$ cat src/hw/rtl/tdpt_pkg.sv
// Shared constants and types for the trial-division prime tester.
`timescale 1ns / 1ps

package tdpt_pkg;

   // Width of the tested value.
   localparam int unsigned VALUE_WIDTH = 14;

   // Trial divisor width: holds floor(sqrt(max value)) + 1.
   localparam int unsigned DIV_W = (VALUE_WIDTH + 1) / 2 + 1;

   // Width of the running divisor square.
   localparam int unsigned SQ_W = VALUE_WIDTH + 2;

   // Bit counter of the remainder unit.
   localparam int unsigned CNT_W = (VALUE_WIDTH > 2) ? $clog2(VALUE_WIDTH) : 1;

   // Command from the sequencer to the remainder unit.
   typedef struct packed {
      logic start;
   } mod_ctl_type;

   // Status from the remainder unit back to the sequencer.
   typedef struct packed {
      logic done;
      logic rem_zero;
   } mod_sts_type;

endpackage

$ cat src/hw/rtl/tdpt_mod_unit.sv
// Bit-serial restoring remainder unit: one dividend bit per cycle.
`timescale 1ns / 1ps

module tdpt_mod_unit (
   input  logic                              clock,
   input  logic                              reset,
   input  tdpt_pkg::mod_ctl_type             ctl,
   input  logic [tdpt_pkg::VALUE_WIDTH-1:0]  dividend,
   input  logic [tdpt_pkg::DIV_W-1:0]        divisor,
   output tdpt_pkg::mod_sts_type             sts
);

   logic                              busy_ff, busy_in;
   logic                              done_ff, done_in;
   logic [tdpt_pkg::CNT_W-1:0]        cnt_ff, cnt_in;
   logic [tdpt_pkg::VALUE_WIDTH-1:0]  dvd_ff, dvd_in;
   logic [tdpt_pkg::DIV_W-1:0]        rem_ff, rem_in;
   logic [tdpt_pkg::DIV_W:0]          trial;

   // Shift in the next dividend bit and compare against the divisor
   assign trial = {rem_ff, dvd_ff[tdpt_pkg::VALUE_WIDTH-1]};

   always_comb begin
      busy_in = busy_ff;
      done_in = 1'b0;
      cnt_in  = cnt_ff;
      dvd_in  = dvd_ff;
      rem_in  = rem_ff;
      if (ctl.start) begin
         // Load a new operand and clear the partial remainder
         busy_in = 1'b1;
         cnt_in  = tdpt_pkg::CNT_W'(tdpt_pkg::VALUE_WIDTH - 1);
         dvd_in  = dividend;
         rem_in  = '0;
      end else if (busy_ff) begin
         // Restore or subtract, then advance one bit
         if (trial >= {1'b0, divisor}) begin
            rem_in = tdpt_pkg::DIV_W'(trial - {1'b0, divisor});
         end else begin
            rem_in = trial[tdpt_pkg::DIV_W-1:0];
         end
         dvd_in = {dvd_ff[tdpt_pkg::VALUE_WIDTH-2:0], 1'b0};
         cnt_in = cnt_ff - 1'b1;
         if (cnt_ff == '0) begin
            busy_in = 1'b0;
            done_in = 1'b1;
         end
      end
   end

   always_ff @(posedge clock) begin
      if (reset) begin
         busy_ff <= 1'b0;
         done_ff <= 1'b0;
      end else begin
         busy_ff <= busy_in;
         done_ff <= done_in;
      end
      cnt_ff <= cnt_in;
      dvd_ff <= dvd_in;
      rem_ff <= rem_in;
   end

   assign sts.done     = done_ff;
   assign sts.rem_zero = (rem_ff == '0);

endmodule

$ cat config.mk
export PLATFORM = sky130hd
export DESIGN_NAME = tdpt_mod_unit
export DESIGN_NICKNAME = d
export VERILOG_FILES = /design/src/hw/rtl/tdpt_pkg.sv /design/src/hw/rtl/tdpt_mod_unit.sv
export SDC_FILE = /design/constraint.sdc
export NUM_CORES = 1
export LEC_CHECK = 0
export BUFFER_PORTS_ARGS = -buffer_cell sky130_fd_sc_hd__buf_4
export CAP_MARGIN = 10
export CELL_PAD_IN_SITES_DETAIL_PLACEMENT = 1
export CELL_PAD_IN_SITES_GLOBAL_PLACEMENT = 1
export CORE_MARGIN = 2
export CORE_UTILIZATION = 46
export DETAILED_ROUTE_END_ITERATION = 10
export GPL_TIMING_DRIVEN = 1
export PLACE_DENSITY = 0.83
export SKIP_LAST_GASP = 1
export SLEW_MARGIN = 20
export SYNTH_ARGS = -nofsm -noshare
export SYNTH_HDL_FRONTEND = slang
export SYNTH_SLANG_ARGS = --single-unit
$ cat constraint.sdc
create_clock -name clock -period 3.8 [get_ports clock]
set_clock_uncertainty 0.2 [all_clocks]
set_input_delay 0.76 -clock clock [delete_from_list [all_inputs] [get_ports clock]]
set_output_delay 0.76 -clock clock [all_outputs]
set_load 0.01 [all_outputs]
## After elaboration in Yosys (flattened, before gate mapping)

Index checks and enable logic that the tools add are counted.
Widths: inputs -> output; s select.

- Bitwise logic cells: 1
- Reduce and logical (&&, ||, !) cells: 4
- Multiplexer cells: 7
- Add/subtract/negate cells: 2
- Order comparisons: 1

Operators by type and width:

| cell | number |
|---|---|
| $mux 14 | 2 |
| $ge 9x8->1 | 1 |
| $logic_not 8->1 | 1 |
| $mux 8 | 1 |
| $sub 8x8->8 | 1 |
| $logic_not 4->1 | 1 |
| $mux 1 | 4 |
| $sub 4x1->4 const B | 1 |
| $reduce_or 3->1 | 1 |
| $reduce_bool 2->1 | 1 |
| $not 1->1 | 1 |

- Register bits after elaboration: 28
- Word-level logic and storage cells: 20
- Output and inout bits: 2
- Input bits: 25

## Longest topological paths before layout

Gate-level depths: netlist of run 1.

- Word-level depth: 4
- Depth in mapped cells: 9

## Least setup slack after synthesis of run 1

No wires, ideal clock.

- Path type: input -> register
- Start: input port divisor[2] (netlist bit)
- End: register rem_ff[6] (netlist bit)
- Cell stages on the path: 8
- Data arrival time: 2.196 ns
- Path buffers: 0
- Slack: 1.337 ns
- Cells stage by stage: inv_1 -> ha_1 -> nor2b_4 -> o31a_1 -> o21a_1 -> o21a_1 -> o31a_1 -> o21ai_2

- Longest elaborated chain between the ends: 2
- Elaborated cells on any way between the ends: 3
- Classes of those cells: add/sub (1); order compare (1); mux (1)

RTL lines:

| element | line | text |
|---|---|---|
| start, declared | tdpt_mod_unit.sv:9 | `input logic [tdpt_pkg::DIV_W-1:0] divisor,` |
| $sub 8x8->8 / $ge 9x8->1 (equally long branches) | tdpt_mod_unit.sv:38, tdpt_mod_unit.sv:37 |  |
| $mux 8 (*) | tdpt_mod_unit.sv:37 | `if (trial >= {1'b0, divisor}) begin` |
| end signal, assigned | tdpt_mod_unit.sv:61 | `rem_ff <= rem_in;` |
| end, declared | tdpt_mod_unit.sv:17 | `logic [tdpt_pkg::DIV_W-1:0] rem_ff, rem_in;` |

Every way passes the cells marked *; elsewhere a longest branch is shown, timed or not.
A chain may end at the register's enable or synchronous reset.

## Worst setup path after layout of run 1

- Start: input port divisor[4] (netlist bit)
- End: register rem_ff[2] (netlist bit)

- Longest elaborated chain between the ends: 2

RTL lines:

| element | line |
|---|---|
| $ge 9x8->1 | tdpt_mod_unit.sv:37 |
| $mux 8 | tdpt_mod_unit.sv:37 |

No other way between the ends.

==> results.cfg, run 1 <==
[min_path]
min_path_cells = 2
hold_class = register to register

[power_and_ir_drop]
total_power_uw = 675
power_frac_clock = 0.281
p_int_uw = 516
p_seq_frac = 0.528
cellLeakagePower_nw = 0.786
p_switching_uw = 159
p_comb_frac = 0.190
ir_worst_vdd_uv = 224
p_per_area_mw_per_mm2 = 368
swShare = 0.236

[global_routing]
antenna_found_initial = 0
grt_max_degree = 24
grt_overflow_total = 0
grt_pass1_wl_um = 5750
first_global_vias = 1251
grt_use_total = 0.181

[die]
die_h_um = 62.2
die_w_um = 62.2
core_area_mm2 = 0.00328
io_pins = 27
design.die.area_mm2 = 0.00387
rows = 21
initial_core_util = 0.474

[setup_path]
arrival_ns = 2.56
crit_fanout = 15
cp-end-kind = register
start_kind = input port
critPathRequiredTime_ns = 3.79
ff2ff_path_depth = 7
path_class = input port to register

[clock_tree]
htreeDepth = 1
clk_root_buffer_cell = clkbuf_4
insertion_delay_ns = 0.32
postCtsResizedCells = 0
post_cts_buffers = 0
cts-buffers-inserted = 3
ctsHoldBuffers = 0
numClockSinks = 28
clk_path_buf_depth = 2
cts_tree = done
path_clk_slew_ns = 0.14

[route]
drc = 0
drt-total-wl_um = 3220
first_pass_iters = 4
viasPerCell = 5.26
antenna_left = 0
wl_per_cell_um = 14.4
drt_iter0_markers = 65
vias = 1178

[placed_design]
portBuffers = 26
gp_congestion = 0.847
dp_hpwl_um = 2580

[final_layout]
drive_gt1_frac = 0.264
diodes = 0
syn2layout_area_growth_pct = 17.9
n_fill_cell = 374
nNetsFinal = 214

[synthesis]
yosys_warnings = 0
ys_ff_latch = 28
syn_avg_cell_area_um2 = 10.2
syn-num-nets = 188
syn-instance-count = 153
netlist-cell-type-count = 38
seq_area_frac_synth = 0.450
syn_area_mm2 = 0.00156

[sta]
setup_viol = 0
rsz0062_at_grt = false
slew_headroom = 0.569
min_period_over_period = 0.676
tns_ns = 0
slew_viol_final = 0
worst_pin_slew_ns = 0.647
min_period_ns = 2.57
fmax_mhz = 389
finalHoldViolations = 0

[run]
maxCapViolations = 0

[run_status]
status = finished, final reports clean
## logic make-up after synthesis
family	synth area share
AO/OA/AOI/OAI	0.157
XOR/XNOR	0.0225
adder cells (fa/ha/maj)	0.0851
buffers and inverters	0.0506
flip-flops	0.450
multiplexers	0.100
AND/OR/NAND/NOR	0.135
## registers in the layout, indices dropped and copies added (netlist names)
signal,count
done_ff,1
rem_ff,8
busy_ff,1
cnt_ff,4
dvd_ff,14
## worst max-delay path, stage by stage
cell	delay (ns)
buf_4	0.08
inv_1	0.03
ha_1	0.35
a21oi_1	0.25
o221ai_1	0.16
a21oi_2	0.51
nor3_1	0.15
a21oi_1	0.17
a211oi_1	0.09
## per-stage QoR
step | instances | cell area (um2) | worst slack, ns | hold WS [ns] | utilization
after floorplan | 153 | 1560 | 1.34 | 0.257 | -
after global placement | 220 | 1780 | 1.05 | 0.272 | 0.543
after detailed placement | 220 | 1780 | 0.902 | 0.282 | 0.543
after CTS | 224 | 1840 | 1.24 | 0.300 | 0.559
after global routing | 224 | 1840 | 1.05 | 0.324 | 0.559
final | 224 | 1840 | 1.23 | 0.295 | 0.559
## layout make-up
type,count,area (um2),share of cell area
multi-input cells,106,778,0.424
flip-flops and latches,28,701,0.381
repair buffers,26,195,0.106
well taps,46,57.6,0.0313
inverters,14,52.6,0.0286
clock inverters,1,30.0,0.0163
clock buffers,3,22.5,0.0123
## synthesized netlist by cell type, drive strengths merged
cell type / number / area share
o21bai: 1 / 0.0048
and2: 1 / 0.0040
inv: 14 / 0.034
nor2: 15 / 0.036
mux2: 13 / 0.094
mux2i: 1 / 0.0064
xnor2: 4 / 0.022
o31a: 2 / 0.011
buf: 4 / 0.014
o31ai: 1 / 0.0048
nand3: 1 / 0.0032
dfxtp: 14 / 0.18
nor3: 3 / 0.0096
nor2b: 2 / 0.013
o21ai: 7 / 0.025
a211oi: 5 / 0.024
nand2: 8 / 0.019
o211ai: 1 / 0.0048
o221ai: 1 / 0.0056
clkbuf: 1 / 0.0024
a22o: 1 / 0.0056
or4: 2 / 0.0096
or2b: 1 / 0.0048
a32o: 1 / 0.0064
nor4b: 1 / 0.0056
nand2b: 5 / 0.020
and2b: 1 / 0.0056
a21oi: 13 / 0.044
ha: 9 / 0.072
fa: 1 / 0.013
o21a: 3 / 0.014
and3: 1 / 0.0040
edfxtp: 14 / 0.27
a32oi: 1 / 0.0056
## routing by layer
metal / routed length, um / up-vias / track usage
met1: 1520 / 562 / 0.230
met5: 0 / - / 0
met3: 71 / 2 / 0.0254
li1: - / 600 / -
met4: 10 / 0 / 0.0306
met2: 1610 / 14 / 0.333
## worst paths after layout
kind              slack, ns  startpoint        end
hold / removal         0.30   rem_ff[6]  rem_ff[6]
setup reg to reg       1.37   rem_ff[3]  rem_ff[2]
setup / recovery       1.23  divisor[4]  rem_ff[2]
hold reg to reg        0.30   rem_ff[6]  rem_ff[6]
## power by group through the flow
stage               logic [mW]  clock network [mW]  registers [mW]
global route             0.144               0.207           0.360
floorplan               0.0881                   0           0.357
CTS                      0.130               0.194           0.357
finish                   0.129               0.190           0.357
global placement         0.122                   0           0.362
detailed placement       0.128                   0           0.364
## cell usage in the layout (no fill, tap or decap), types with 2 or more instances in the layout
cell / instances
nor3_1: 3
o31a_1: 2
clkbuf_4: 3
nand2b_1: 5
o21a_1: 3
a21oi_1: 12
inv_1: 14
nand2_1: 8
a211oi_1: 5
dfxtp_1: 14
or4_1: 2
ha_1: 9
o21ai_0: 6
mux2_2: 13
nor2_1: 15
buf_4: 26
xnor2_1: 4
edfxtp_1: 14
Note: power is estimated with default switching activity, not from simulation.
==> run 2, diff against run 1 <==
--- a/config.mk
+++ b/config.mk
@@ -10,10 +10,10 @@
 export CELL_PAD_IN_SITES_DETAIL_PLACEMENT = 1
 export CELL_PAD_IN_SITES_GLOBAL_PLACEMENT = 1
 export CORE_MARGIN = 2
-export CORE_UTILIZATION = 46
+export CORE_UTILIZATION = 42
 export DETAILED_ROUTE_END_ITERATION = 10
 export GPL_TIMING_DRIVEN = 1
-export PLACE_DENSITY = 0.83
+export PLACE_DENSITY = 0.76
 export SKIP_LAST_GASP = 1
 export SLEW_MARGIN = 20
 export SYNTH_ARGS = -nofsm -noshare
==> constraint.sdc (replaced) <==
create_clock -name clock -period 2.5 [get_ports clock]
set_clock_uncertainty 0.2 [all_clocks]
set_input_delay 0.5 -clock clock [delete_from_list [all_inputs] [get_ports clock]]
set_output_delay 0.5 -clock clock [all_outputs]
set_load 0.01 [all_outputs]
==> results.cfg, run 2 (synthesized netlist as in run 1, its figures left out) <==
[min_path]
hold_class = input port to register
hp-start = reset

[clock_tree]
clk_path_buf_depth = 2
path_clk_slew_ns = 0.10
cts_tree = done
cts-buffers-inserted = 3
post_cts_buffers = 0
ctsHoldBuffers = 0
postCtsResizedCells = 0
insertion_delay_ns = 0.27
htreeDepth = 1
numClockSinks = 28
clk_root_buffer_cell = clkbuf_8

[sta]
slew_viol_final = 0
fmax_mhz = 454
worst_slack_ns = 0.296
tns_ns = 0
worst_pin_slew_ns = 0.531
setup_viol = 0
rsz0062_at_grt = false
finalHoldViolations = 0
slew_headroom = 0.646
min_period_over_period = 0.881
min_period_ns = 2.20

[route]
vias = 1171
wl_per_cell_um = 14.9
first_pass_iters = 4
highest_layer = met4
viasPerCell = 5.11
drt_iter0_markers = 26
drc = 0
dr_wl_met3_um = 113
drt-met1-wl_um = 1500
drt-total-wl_um = 3400
wl_met2_um = 1760
antenna_left = 0

[final_layout]
reg.largest.list = dvd_ff: 14 flops, rem_ff: 8 flops, cnt_ff: 4 flops
nNetsFinal = 217
diodes = 0
final_area_mm2 = 0.00189
final_cell_mix = 28 x buf_4, 15 x nor2_1, 14 x inv_1, 14 x dfxtp_1, 14 x edfxtp_1
n_fill_cell = 413
syn2layout_area_growth_pct = 21.5
top_register = dvd_ff
drive_gt1_frac = 0.276
mostFrequentLayoutCell = buf_4
largest_reg_flops = 14
fin_util = 0.525

[die]
die_w_um = 64.9
core_area_mm2 = 0.00361
design.die.area_mm2 = 0.00421
initial_core_util = 0.432
rows = 22
die_h_um = 64.9
io_pins = 27

[run_status]
status = finished, final reports clean

[setup_path]
critPathRequiredTime_ns = 2.52
crit_fanout = 3
rr_startpoint = dvd_ff[13]
path_class = register to register
start_kind = register
cp-startpoint = dvd_ff[13]
arrival_ns = 2.22
cp-end-kind = register

[global_routing]
first_global_vias = 1257
grt_use_total = 0.176
grt_overflow_total = 0
antenna_found_initial = 0
grt_pass1_wl_um = 5720
grt_max_degree = 24

[run]
maxCapViolations = 0

[power_and_ir_drop]
total_power_mw = 1.10
p_per_area_mw_per_mm2 = 584
ir_worst_vdd_uv = 324
cellLeakagePower_nw = 0.815

[placed_design]
dp_hpwl_um = 2680
gp_congestion = 0.721
portBuffers = 26
dpl_worst_slack_ns = 0.0949
placed_area_mm2 = 0.00182
-- run 2: cell count changes in the layout (fill, tap and decap cells not counted), sizes merged --
cell  change
buf       +3
-- run 2: stage by stage --
step	cells	hold WS [ns]
5_1_grt	229	0.187
2_1_floorplan	153	0.257
3_5_place_dp	225	0.289
6_report	229	0.189
3_3_place_gp	225	0.278
4_1_cts	229	0.184
-- run 2: report_power, final --
part           switching [mW]  total, mW  internal, mW
clock                   0.144      0.358         0.214
combinational           0.100      0.206         0.106
sequential             0.0183      0.540         0.522
-- run 2: worst max-delay path: stages, from the launching register on --
cell and delay, ns:
edfxtp_1 0.40, inv_1 0.07, ha_1 0.17, fa_1 0.26
nor2b_4 0.06, o31a_1 0.25, o21a_1 0.19, o21a_1 0.17
o31a_1 0.28, o21ai_2 0.10
-- run 2: final timing paths --
path / endpoint / slack [ns] / cells past startpoint
hold / removal: busy_ff / 0.19 / 2
setup / recovery: rem_ff[6] / 0.30 / 9
setup reg to reg: rem_ff[6] / 0.30 / 9
hold reg to reg: rem_ff[6] / 0.30 / 2
-- run 2: layout make-up --
type / count / area (um2) / share of cell area
clock buffers: 3 / 41.3 / 0.0218
clock inverters: 1 / 30.0 / 0.0159
inverters: 14 / 52.6 / 0.0278
multi-input cells: 106 / 778 / 0.411
flip-flops and latches: 28 / 701 / 0.370
well taps: 48 / 60.1 / 0.0317
repair buffers: 29 / 230 / 0.122
-- run 2: routing by layer --
metal / up-vias / GRT usage
li1: 600 / -
met1: 548 / 0.204
met2: 19 / 0.330
met3: 4 / 0.0330
met4: 0 / 0.0399
met5: - / 0
